===== config.mk =====
export PLATFORM = sky130hd
export DESIGN_NAME = ook_frame_transmitter
export DESIGN_NICKNAME = d
export VERILOG_FILES = /design/src/rtl/ookt_pkg.sv /design/src/rtl/ookt_front.sv /design/src/rtl/ookt_queue.sv /design/src/rtl/ookt_back.sv /design/src/rtl/ook_frame_transmitter.sv
export VERILOG_INCLUDE_DIRS = /design/src /design/src/rtl
export SDC_FILE = /design/constraint.sdc
export NUM_CORES = 1
export LEC_CHECK = 0
export ABC_AREA = 0
export BUFFER_PORTS_ARGS = -buffer_cell sky130_fd_sc_hd__buf_2
export CORE_MARGIN = 4
export CORE_UTILIZATION = 34
export DETAILED_ROUTE_END_ITERATION = 16
export HOLD_SLACK_MARGIN = 0.06
export PLACE_DENSITY = 0.53
export RECOVER_POWER = 100
export SLEW_MARGIN = 20
export SYNTH_ARGS = -nofsm -noshare
export SYNTH_HDL_FRONTEND = slang
export SYNTH_SLANG_ARGS = --single-unit

===== constraint.sdc =====
create_clock -name clk -period 3.3 [get_ports clk]
set_clock_uncertainty 0.1 [all_clocks]
set_input_delay 0.66 -clock clk [delete_from_list [all_inputs] [get_ports clk]]
set_output_delay 0.66 -clock clk [all_outputs]
set_load 0.05 [all_outputs]

===== src/rtl/ook_frame_transmitter_macros.svh =====
// ----------------------------------------------------------------------------
// ook frame transmitter assertion macros
// concurrent check helpers, removed when ASSERT_OFF is defined
// ----------------------------------------------------------------------------
`ifndef OOK_FRAME_TRANSMITTER_MACROS_SVH
`define OOK_FRAME_TRANSMITTER_MACROS_SVH

`ifndef ASSERT_OFF

// same-cycle implication, held off during reset
`define OOKT_ASSERT_IMPLY(label, clk, rst_n, ante, cons) \
    label: assert property (@(posedge clk) disable iff (!rst_n) (ante) |-> (cons)) \
        else $error("ookt assertion failed");

// next-cycle implication, held off during reset
`define OOKT_ASSERT_NEXT(label, clk, rst_n, ante, cons) \
    label: assert property (@(posedge clk) disable iff (!rst_n) (ante) |=> (cons)) \
        else $error("ookt assertion failed");

`else

`define OOKT_ASSERT_IMPLY(label, clk, rst_n, ante, cons)
`define OOKT_ASSERT_NEXT(label, clk, rst_n, ante, cons)

`endif

`endif


===== src/rtl/ookt_pkg.sv =====
// ----------------------------------------------------------------------------
// ookt_pkg
// shared types and constants of the ook frame transmitter
// ----------------------------------------------------------------------------
`timescale 1ns / 1ps

package ookt_pkg;

    localparam logic [7:0] SYNC_BYTE = 8'hAA;

    // job queue between front and back
    localparam int QUEUE_DEPTH = 2;
    localparam int QPTR_W      = (QUEUE_DEPTH > 1) ? $clog2(QUEUE_DEPTH) : 1;
    localparam int QCNT_W      = $clog2(QUEUE_DEPTH + 1);

    // byte slot being serialised
    typedef enum logic [2:0] {
        PH_SYNC0,
        PH_SYNC1,
        PH_LEN,
        PH_DATA,
        PH_CKSUM
    } ookt_phase_t;

    // one classified transaction: which bytes to send and their values
    typedef struct packed {
        logic       has_header;
        logic       has_data;
        logic       has_cksum;
        logic [7:0] len;
        logic [7:0] data;
        logic [7:0] sum;
    } ookt_job_t;

endpackage


===== src/rtl/ookt_front.sv =====
// ----------------------------------------------------------------------------
// ookt_front
// accepts input transactions, tracks frame state and builds byte jobs
// ----------------------------------------------------------------------------
`timescale 1ns / 1ps

module ookt_front
(
    input  logic               clk,
    input  logic               rst_n,
    input  logic               in_valid,
    output logic               in_ready,
    input  logic               start_of_frame,
    input  logic [7:0]         frame_length,
    input  logic [7:0]         data_byte,
    input  logic               queue_full,
    output logic               push,
    output ookt_pkg::ookt_job_t job
);

    logic [7:0] remaining_reg;
    logic [7:0] remaining_next;
    logic [7:0] sum_reg;
    logic [7:0] sum_next;
    logic       accept;
    logic [7:0] sum_add;

    assign in_ready = !queue_full;
    assign accept   = in_valid && in_ready;
    assign sum_add  = sum_reg + data_byte;

    always_comb
    begin
        job            = '0;
        job.len        = frame_length;
        job.data       = data_byte;
        push           = 1'b0;
        remaining_next = remaining_reg;
        sum_next       = sum_reg;
        if (accept)
        begin
            priority if (start_of_frame)
            begin
                push           = 1'b1;
                job.has_header = 1'b1;
                if (frame_length == 8'd0)
                begin
                    // empty payload: header then a zero checksum
                    job.has_cksum  = 1'b1;
                    job.sum        = 8'd0;
                    remaining_next = 8'd0;
                    sum_next       = 8'd0;
                end
                else
                begin
                    job.has_data   = 1'b1;
                    job.has_cksum  = (frame_length == 8'd1);
                    job.sum        = data_byte;
                    remaining_next = frame_length - 8'd1;
                    sum_next       = job.has_cksum ? 8'd0 : data_byte;
                end
            end
            else if (remaining_reg != 8'd0)
            begin
                push           = 1'b1;
                job.has_data   = 1'b1;
                job.has_cksum  = (remaining_reg == 8'd1);
                job.sum        = sum_add;
                remaining_next = remaining_reg - 8'd1;
                sum_next       = job.has_cksum ? 8'd0 : sum_add;
            end
            else
            begin
                // no open frame: transaction dropped
                push = 1'b0;
            end
        end
    end

    always_ff @(posedge clk or negedge rst_n)
    begin
        if (!rst_n)
        begin
            remaining_reg <= 8'd0;
            sum_reg       <= 8'd0;
        end
        else
        begin
            remaining_reg <= remaining_next;
            sum_reg       <= sum_next;
        end
    end

endmodule


===== src/rtl/ookt_queue.sv =====
// ----------------------------------------------------------------------------
// ookt_queue
// short job fifo decoupling the front from the serialiser
// ----------------------------------------------------------------------------
`timescale 1ns / 1ps

module ookt_queue
(
    input  logic                clk,
    input  logic                rst_n,
    input  logic                push,
    input  ookt_pkg::ookt_job_t push_job,
    output logic                full,
    input  logic                pop,
    output logic                not_empty,
    output ookt_pkg::ookt_job_t pop_job
);

    ookt_pkg::ookt_job_t                   store [ookt_pkg::QUEUE_DEPTH];
    logic [ookt_pkg::QPTR_W-1:0]           wr_ptr_reg;
    logic [ookt_pkg::QPTR_W-1:0]           wr_ptr_next;
    logic [ookt_pkg::QPTR_W-1:0]           rd_ptr_reg;
    logic [ookt_pkg::QPTR_W-1:0]           rd_ptr_next;
    logic [ookt_pkg::QCNT_W-1:0]           count_reg;
    logic [ookt_pkg::QCNT_W-1:0]           count_next;
    logic                                  do_push;
    logic                                  do_pop;

    localparam logic [ookt_pkg::QPTR_W-1:0] LAST_PTR = ookt_pkg::QPTR_W'(ookt_pkg::QUEUE_DEPTH - 1);
    localparam logic [ookt_pkg::QCNT_W-1:0] FULL_CNT = ookt_pkg::QCNT_W'(ookt_pkg::QUEUE_DEPTH);

    assign full      = (count_reg == FULL_CNT);
    assign not_empty = (count_reg != '0);
    assign do_push   = push && !full;
    assign do_pop    = pop && not_empty;
    assign pop_job   = store[rd_ptr_reg];

    always_comb
    begin
        wr_ptr_next = wr_ptr_reg;
        rd_ptr_next = rd_ptr_reg;
        count_next  = count_reg;
        if (do_push)
        begin
            wr_ptr_next = (wr_ptr_reg == LAST_PTR) ? '0 : wr_ptr_reg + 1'b1;
        end
        if (do_pop)
        begin
            rd_ptr_next = (rd_ptr_reg == LAST_PTR) ? '0 : rd_ptr_reg + 1'b1;
        end
        unique case ({do_push, do_pop})
            2'b10:   count_next = count_reg + 1'b1;
            2'b01:   count_next = count_reg - 1'b1;
            default: count_next = count_reg;
        endcase
    end

    always_ff @(posedge clk)
    begin
        if (do_push)
        begin
            store[wr_ptr_reg] <= push_job;
        end
    end

    always_ff @(posedge clk or negedge rst_n)
    begin
        if (!rst_n)
        begin
            wr_ptr_reg <= '0;
            rd_ptr_reg <= '0;
            count_reg  <= '0;
        end
        else
        begin
            wr_ptr_reg <= wr_ptr_next;
            rd_ptr_reg <= rd_ptr_next;
            count_reg  <= count_next;
        end
    end

endmodule


===== src/rtl/ookt_back.sv =====
// ----------------------------------------------------------------------------
// ookt_back
// serialises queued jobs into bit periods, msb first, with an output register
// ----------------------------------------------------------------------------
`timescale 1ns / 1ps
`include "ook_frame_transmitter_macros.svh"

module ookt_back
(
    input  logic                clk,
    input  logic                rst_n,
    input  logic                job_valid,
    input  ookt_pkg::ookt_job_t job_in,
    output logic                pop,
    output logic                out_valid,
    input  logic                out_ready,
    output logic                carrier_on,
    output logic                frame_end,
    output logic                last
);

    ookt_pkg::ookt_job_t  job_reg;
    ookt_pkg::ookt_phase_t phase_reg;
    ookt_pkg::ookt_phase_t phase_next;
    ookt_pkg::ookt_phase_t phase_after;
    ookt_pkg::ookt_phase_t phase_first;
    logic [2:0]           bit_reg;
    logic [2:0]           bit_next;
    logic                 busy_reg;
    logic                 busy_next;
    logic                 out_valid_reg;
    logic                 carrier_reg;
    logic                 frame_end_reg;
    logic                 last_reg;
    logic                 advance;
    logic                 emit;
    logic                 job_done;
    logic                 final_bit;
    logic                 load;
    logic [7:0]           cur_byte;
    logic                 in_cksum;
    logic                 in_len;
    logic                 stalled;

    assign advance   = !out_valid_reg || out_ready;
    assign emit      = busy_reg && advance;
    assign final_bit = emit && (bit_reg == 3'd0) && job_done;
    assign load      = job_valid && (!busy_reg || final_bit);
    assign pop       = load;

    // next state: byte slot order within a job, bit position and busy flag
    always_comb
    begin
        phase_first = job_in.has_header ? ookt_pkg::PH_SYNC0 : ookt_pkg::PH_DATA;
        phase_after = phase_reg;
        job_done    = 1'b0;
        unique case (phase_reg)
            ookt_pkg::PH_SYNC0: phase_after = ookt_pkg::PH_SYNC1;
            ookt_pkg::PH_SYNC1: phase_after = ookt_pkg::PH_LEN;
            ookt_pkg::PH_LEN:
            begin
                phase_after = job_reg.has_data ? ookt_pkg::PH_DATA : ookt_pkg::PH_CKSUM;
            end
            ookt_pkg::PH_DATA:
            begin
                phase_after = ookt_pkg::PH_CKSUM;
                job_done    = !job_reg.has_cksum;
            end
            ookt_pkg::PH_CKSUM: job_done = 1'b1;
            default:            job_done = 1'b1;
        endcase

        phase_next = phase_reg;
        bit_next   = bit_reg;
        busy_next  = busy_reg;
        if (load)
        begin
            phase_next = phase_first;
            bit_next   = 3'd7;
            busy_next  = 1'b1;
        end
        else if (emit)
        begin
            bit_next = bit_reg - 3'd1;
            if (bit_reg == 3'd0)
            begin
                phase_next = phase_after;
                busy_next  = !job_done;
            end
        end
    end

    // outputs: byte under transmission
    always_comb
    begin
        unique case (phase_reg)
            ookt_pkg::PH_SYNC0: cur_byte = ookt_pkg::SYNC_BYTE;
            ookt_pkg::PH_SYNC1: cur_byte = ookt_pkg::SYNC_BYTE;
            ookt_pkg::PH_LEN:   cur_byte = job_reg.len;
            ookt_pkg::PH_DATA:  cur_byte = job_reg.data;
            ookt_pkg::PH_CKSUM: cur_byte = job_reg.sum;
            default:            cur_byte = 8'd0;
        endcase
    end

    always_ff @(posedge clk)
    begin
        if (load)
        begin
            job_reg <= job_in;
        end
        if (emit)
        begin
            carrier_reg   <= cur_byte[bit_reg];
            frame_end_reg <= (phase_reg == ookt_pkg::PH_CKSUM) && (bit_reg == 3'd0);
            last_reg      <= (bit_reg == 3'd0) && job_done;
        end
    end

    always_ff @(posedge clk or negedge rst_n)
    begin
        if (!rst_n)
        begin
            phase_reg     <= ookt_pkg::PH_SYNC0;
            bit_reg       <= 3'd7;
            busy_reg      <= 1'b0;
            out_valid_reg <= 1'b0;
        end
        else
        begin
            phase_reg <= phase_next;
            bit_reg   <= bit_next;
            busy_reg  <= busy_next;
            if (advance)
            begin
                out_valid_reg <= emit;
            end
        end
    end

    assign out_valid  = out_valid_reg;
    assign carrier_on = carrier_reg;
    assign frame_end  = frame_end_reg;
    assign last       = last_reg;

    assign in_cksum = busy_reg && (phase_reg == ookt_pkg::PH_CKSUM);
    assign in_len   = busy_reg && (phase_reg == ookt_pkg::PH_LEN);
    assign stalled  = busy_reg && out_valid_reg && !out_ready;

    `OOKT_ASSERT_IMPLY(a_end_is_last, clk, rst_n, out_valid_reg && frame_end_reg, last_reg)
    `OOKT_ASSERT_IMPLY(a_cksum_owned, clk, rst_n, in_cksum, job_reg.has_cksum)
    `OOKT_ASSERT_IMPLY(a_len_has_hdr, clk, rst_n, in_len, job_reg.has_header)
    `OOKT_ASSERT_NEXT(a_stall_bit, clk, rst_n, stalled, busy_reg && $stable(bit_reg))
    `OOKT_ASSERT_NEXT(a_stall_phase, clk, rst_n, stalled, busy_reg && $stable(phase_reg))

endmodule


===== src/rtl/ook_frame_transmitter.sv =====
// ----------------------------------------------------------------------------
// ook_frame_transmitter
// on-off-keyed frame serialiser: sync, length, payload and checksum, msb first
// ----------------------------------------------------------------------------
//
//   channel   direction  handshake              payload
//   input     in         in_valid / in_ready    start_of_frame, frame_length, data_byte
//   output    out        out_valid / out_ready  carrier_on, frame_end, last
//
// one output transaction per clock while the serialiser is busy and out_ready
// is high; a payload transaction sends one or two bytes and a start transaction
// four or five, through the single bit serialiser in the back end
// the front end accepts a transaction per cycle while the two-entry job queue
// has room; data with no frame open is accepted and dropped at once
// reset clears frame state, the queue and the output valid flag; no clearing pass
// a low out_ready freezes the serialiser and, once the queue fills, in_ready
// ----------------------------------------------------------------------------
`timescale 1ns / 1ps

module ook_frame_transmitter
(
    input  logic       clk,
    input  logic       rst_n,
    // input channel
    input  logic       in_valid,
    output logic       in_ready,
    input  logic       start_of_frame,
    input  logic [7:0] frame_length,
    input  logic [7:0] data_byte,
    // output channel
    output logic       out_valid,
    input  logic       out_ready,
    output logic       carrier_on,
    output logic       frame_end,
    output logic       last
);

    // classified job from the front end
    ookt_pkg::ookt_job_t front_job;
    logic                front_push;
    // queue state seen by both sides
    logic                queue_full;
    logic                queue_not_empty;
    ookt_pkg::ookt_job_t back_job;
    logic                back_pop;

    // front: frame tracking, running checksum and transaction classification
    ookt_front u_front
    (
        .clk            (clk),
        .rst_n          (rst_n),
        .in_valid       (in_valid),
        .in_ready       (in_ready),
        .start_of_frame (start_of_frame),
        .frame_length   (frame_length),
        .data_byte      (data_byte),
        .queue_full     (queue_full),
        .push           (front_push),
        .job            (front_job)
    );

    // job queue so each side stalls independently
    ookt_queue u_queue
    (
        .clk       (clk),
        .rst_n     (rst_n),
        .push      (front_push),
        .push_job  (front_job),
        .full      (queue_full),
        .pop       (back_pop),
        .not_empty (queue_not_empty),
        .pop_job   (back_job)
    );

    // back: bit serialiser with registered output
    ookt_back u_back
    (
        .clk        (clk),
        .rst_n      (rst_n),
        .job_valid  (queue_not_empty),
        .job_in     (back_job),
        .pop        (back_pop),
        .out_valid  (out_valid),
        .out_ready  (out_ready),
        .carrier_on (carrier_on),
        .frame_end  (frame_end),
        .last       (last)
    );

endmodule


==> results.tsv <==
metric	value	unit
Post-synth EDFFs	83	
critical path type	reg -> reg	
nets	480	
residual DRC count	0	
largest net degree at the start of global routing	29	
Port-buffer cells	25	
num rows	45	
Pwr Total	5.00	mW
Area growth syn-to-layout	12.2	%
#FFs+latches synth	111	
gpl congestion	0.833	
Worst path max stage delay	0.51	ns
crit path max fanout	25	
Post-CTS Resized	0	
CTS Buf Count	9	
Max clock buf depth	2	
failing checks	max-capacitance violations, max-slew violations	
measured slew at the worst slew-check pin	1.85	ns
max cap viols	2	
Final Max Slew Viols	58	
Most used DFF post-synth	edfxtp_1	
count of antenna-violating nets left after detailed routing	0	
wirelength, routed	11000	um
status	finished, violations left	
Slew headroom	-23.6	%
Hold Crit Class	reg -> reg	
Crit. End Element	flop	
max reg flops	54	
Syn Nets	446	
CTS Root Cell	clkbuf_16	
grt ovf	0	
Core Area	0.0153	mm2
Syn Inst Count	410	
asr flop ratio synth	25.2	%
first-pass GRT wire length	18200	um
H-tree depth	3	
post-synth cell types	65	
Detail Placement HPWL	7870	um
vias	3321	
Mean Syn Cell Area	12.9	um2
number of setup buffers added after CTS	0	
Avg WL per Cell	16.7	um
highest clock rate	345	MHz
drt first pass iters	4	
Reg clk slew, reported paths	0.07	ns
minimum clock period	2.89	ns
register area	0.00320	mm2
Ports	26	
Post-Syn Area	0.00530	mm2
fill count	1449	
crit share post-route	87.7	%
CTS tree	built	
PwrDens	840	mW/mm2
die area	0.0176	mm2
VDD IR max	374	uV
RSZ-0062 raised after global routing	no	
Die Y	133	um
Hold Fails Final Rpt	0	
share of cells above drive strength 1	12.7	%
multi-input logic area	0.00196	mm2
vias in the first global route	3334	
Die Wd	133	um
CP Launch Type	flop	
Slowest-stage cell, CP	or3b_2	
CP Data Arrival Time	2.87	ns
Skew-Pair Late Insertion Delay	0.34	ns
antenna violations before repair	0	
Syn. warnings	0	
worst path buffer plus inverter count	2	
Pleak	2.11	nW
diodes inserted	0	
Worst EP required	3.28	ns
post-synthesis sequential area ratio	60.4	%
1st-iter DRT viols	170	
worst path cell trace	inv_1 -> ha_1 -> or3b_2 -> o311a_4 -> and2_0 -> buf_4	
routed vias/inst	5.03	
CP delay by family, top	simple AND/OR/NAND/NOR gates	
gr usage total	13.1	%
final setup fails	0	
clock sink count	111	
Hold Buf Count CTS	0	
Starting Density	34.7	%
total negative slack	0	ns
cells in the mapped netlist (4+ instances only):
library cell,count,area share [%]
dfrtp_1,25,12
xnor2_1,6,0.99
xor2_1,5,0.83
nand2_1,17,1.2
edfxtp_1,83,47
nor2b_1,4,0.47
o22ai_1,6,0.71
a221oi_1,7,1.2
ha_1,14,3.3
mux2i_1,7,1.3
a22oi_1,4,0.57
and2_1,5,0.59
nand2b_1,7,0.83
mux2_2,30,6.4
nand3_1,8,0.76
clkbuf_1,6,0.43
or4_1,4,0.57
o21ai_0,10,0.94
inv_1,15,1.1
a21oi_1,22,2.1
nor2_1,37,2.6
nor3_1,12,1.1
o211ai_1,5,0.71
layout make-up:
cell class,count,share of cell area (%)
Sequential cell,111,53.8
Multi-Input combinational cell,271,32.9
Tap cell,211,4.44
Clock buffer,11,3.91
Timing Repair Buffer,34,2.44
Clock inverter,5,1.37
Inverter,17,1.16
cells by family after synthesis:
logic type               count (synthesis)  share of synthesized area [%]
AO/OA/AOI/OAI                           91                           12.4
XOR/XNOR                                11                           1.82
adder cells (fa/ha/maj)                 15                           3.69
buffers and inverters                   28                           2.34
flip-flops                             111                           60.4
multiplexers                            37                           7.70
AND/OR/NAND/NOR                        117                           11.7
through the flow:
stage	setup WS (ns)	hold slack [ns]	cell area, um2	std cells	util (%)
global placement	0.563	0.393	5700	644	37.4
floorplan	0.138	0.264	5300	410	-
global route	0.221	0.428	5940	660	39.0
detailed placement	0.494	0.399	5700	644	37.4
finish	0.405	0.397	5940	660	39.0
CTS	0.540	0.315	6020	660	39.4
worst paths after layout:
check	from	to	slack, ns	cells past startpoint
worst max register to register	u_front.remaining_reg[0]	u_queue.store[1][23]	0.41	6
worst max-delay path	u_front.remaining_reg[0]	u_queue.store[1][23]	0.41	6
worst min-delay path	u_queue.wr_ptr_reg	u_queue.wr_ptr_reg	0.40	1
min in group asynchronous	rst_n	u_queue.rd_ptr_reg	0.72	1
worst min register to register	u_queue.wr_ptr_reg	u_queue.wr_ptr_reg	0.40	1
max in group asynchronous	rst_n	u_front.sum_reg[0]	1.32	1
report_power, final:
part | internal [mW] | switching, mW
clock network | 0.668 | 0.478
logic | 0.673 | 0.959
registers | 1.97 | 0.246
placed cells by master, fill, tap and decap left out, types with 4 or more instances in the layout:
| master | instances |
|---|---|
| o211ai_1 | 5 |
| nand2b_1 | 7 |
| nor2_1 | 37 |
| dfrtp_1 | 25 |
| nor2b_1 | 4 |
| mux2_1 | 9 |
| nand3_1 | 8 |
| o21ai_0 | 11 |
| a21oi_1 | 21 |
| edfxtp_1 | 83 |
| a221oi_1 | 7 |
| nor3_1 | 12 |
| clkbuf_1 | 28 |
| mux2_2 | 21 |
| or4_1 | 5 |
| nor4_1 | 4 |
| nand2_1 | 17 |
| xnor2_1 | 6 |
| o22ai_1 | 6 |
| a22oi_1 | 4 |
| xor2_1 | 5 |
| mux2i_1 | 7 |
| clkbuf_16 | 9 |
| ha_1 | 14 |
| inv_1 | 15 |
layer usage:
metal / GRT usage, % / wire (um)
met5: 0 / 0
met4: 3.12 / 100
met3: 3.31 / 419
met2: 21.0 / 5270
met1: 17.8 / 5230
Power figures use the tool's default switching activity.
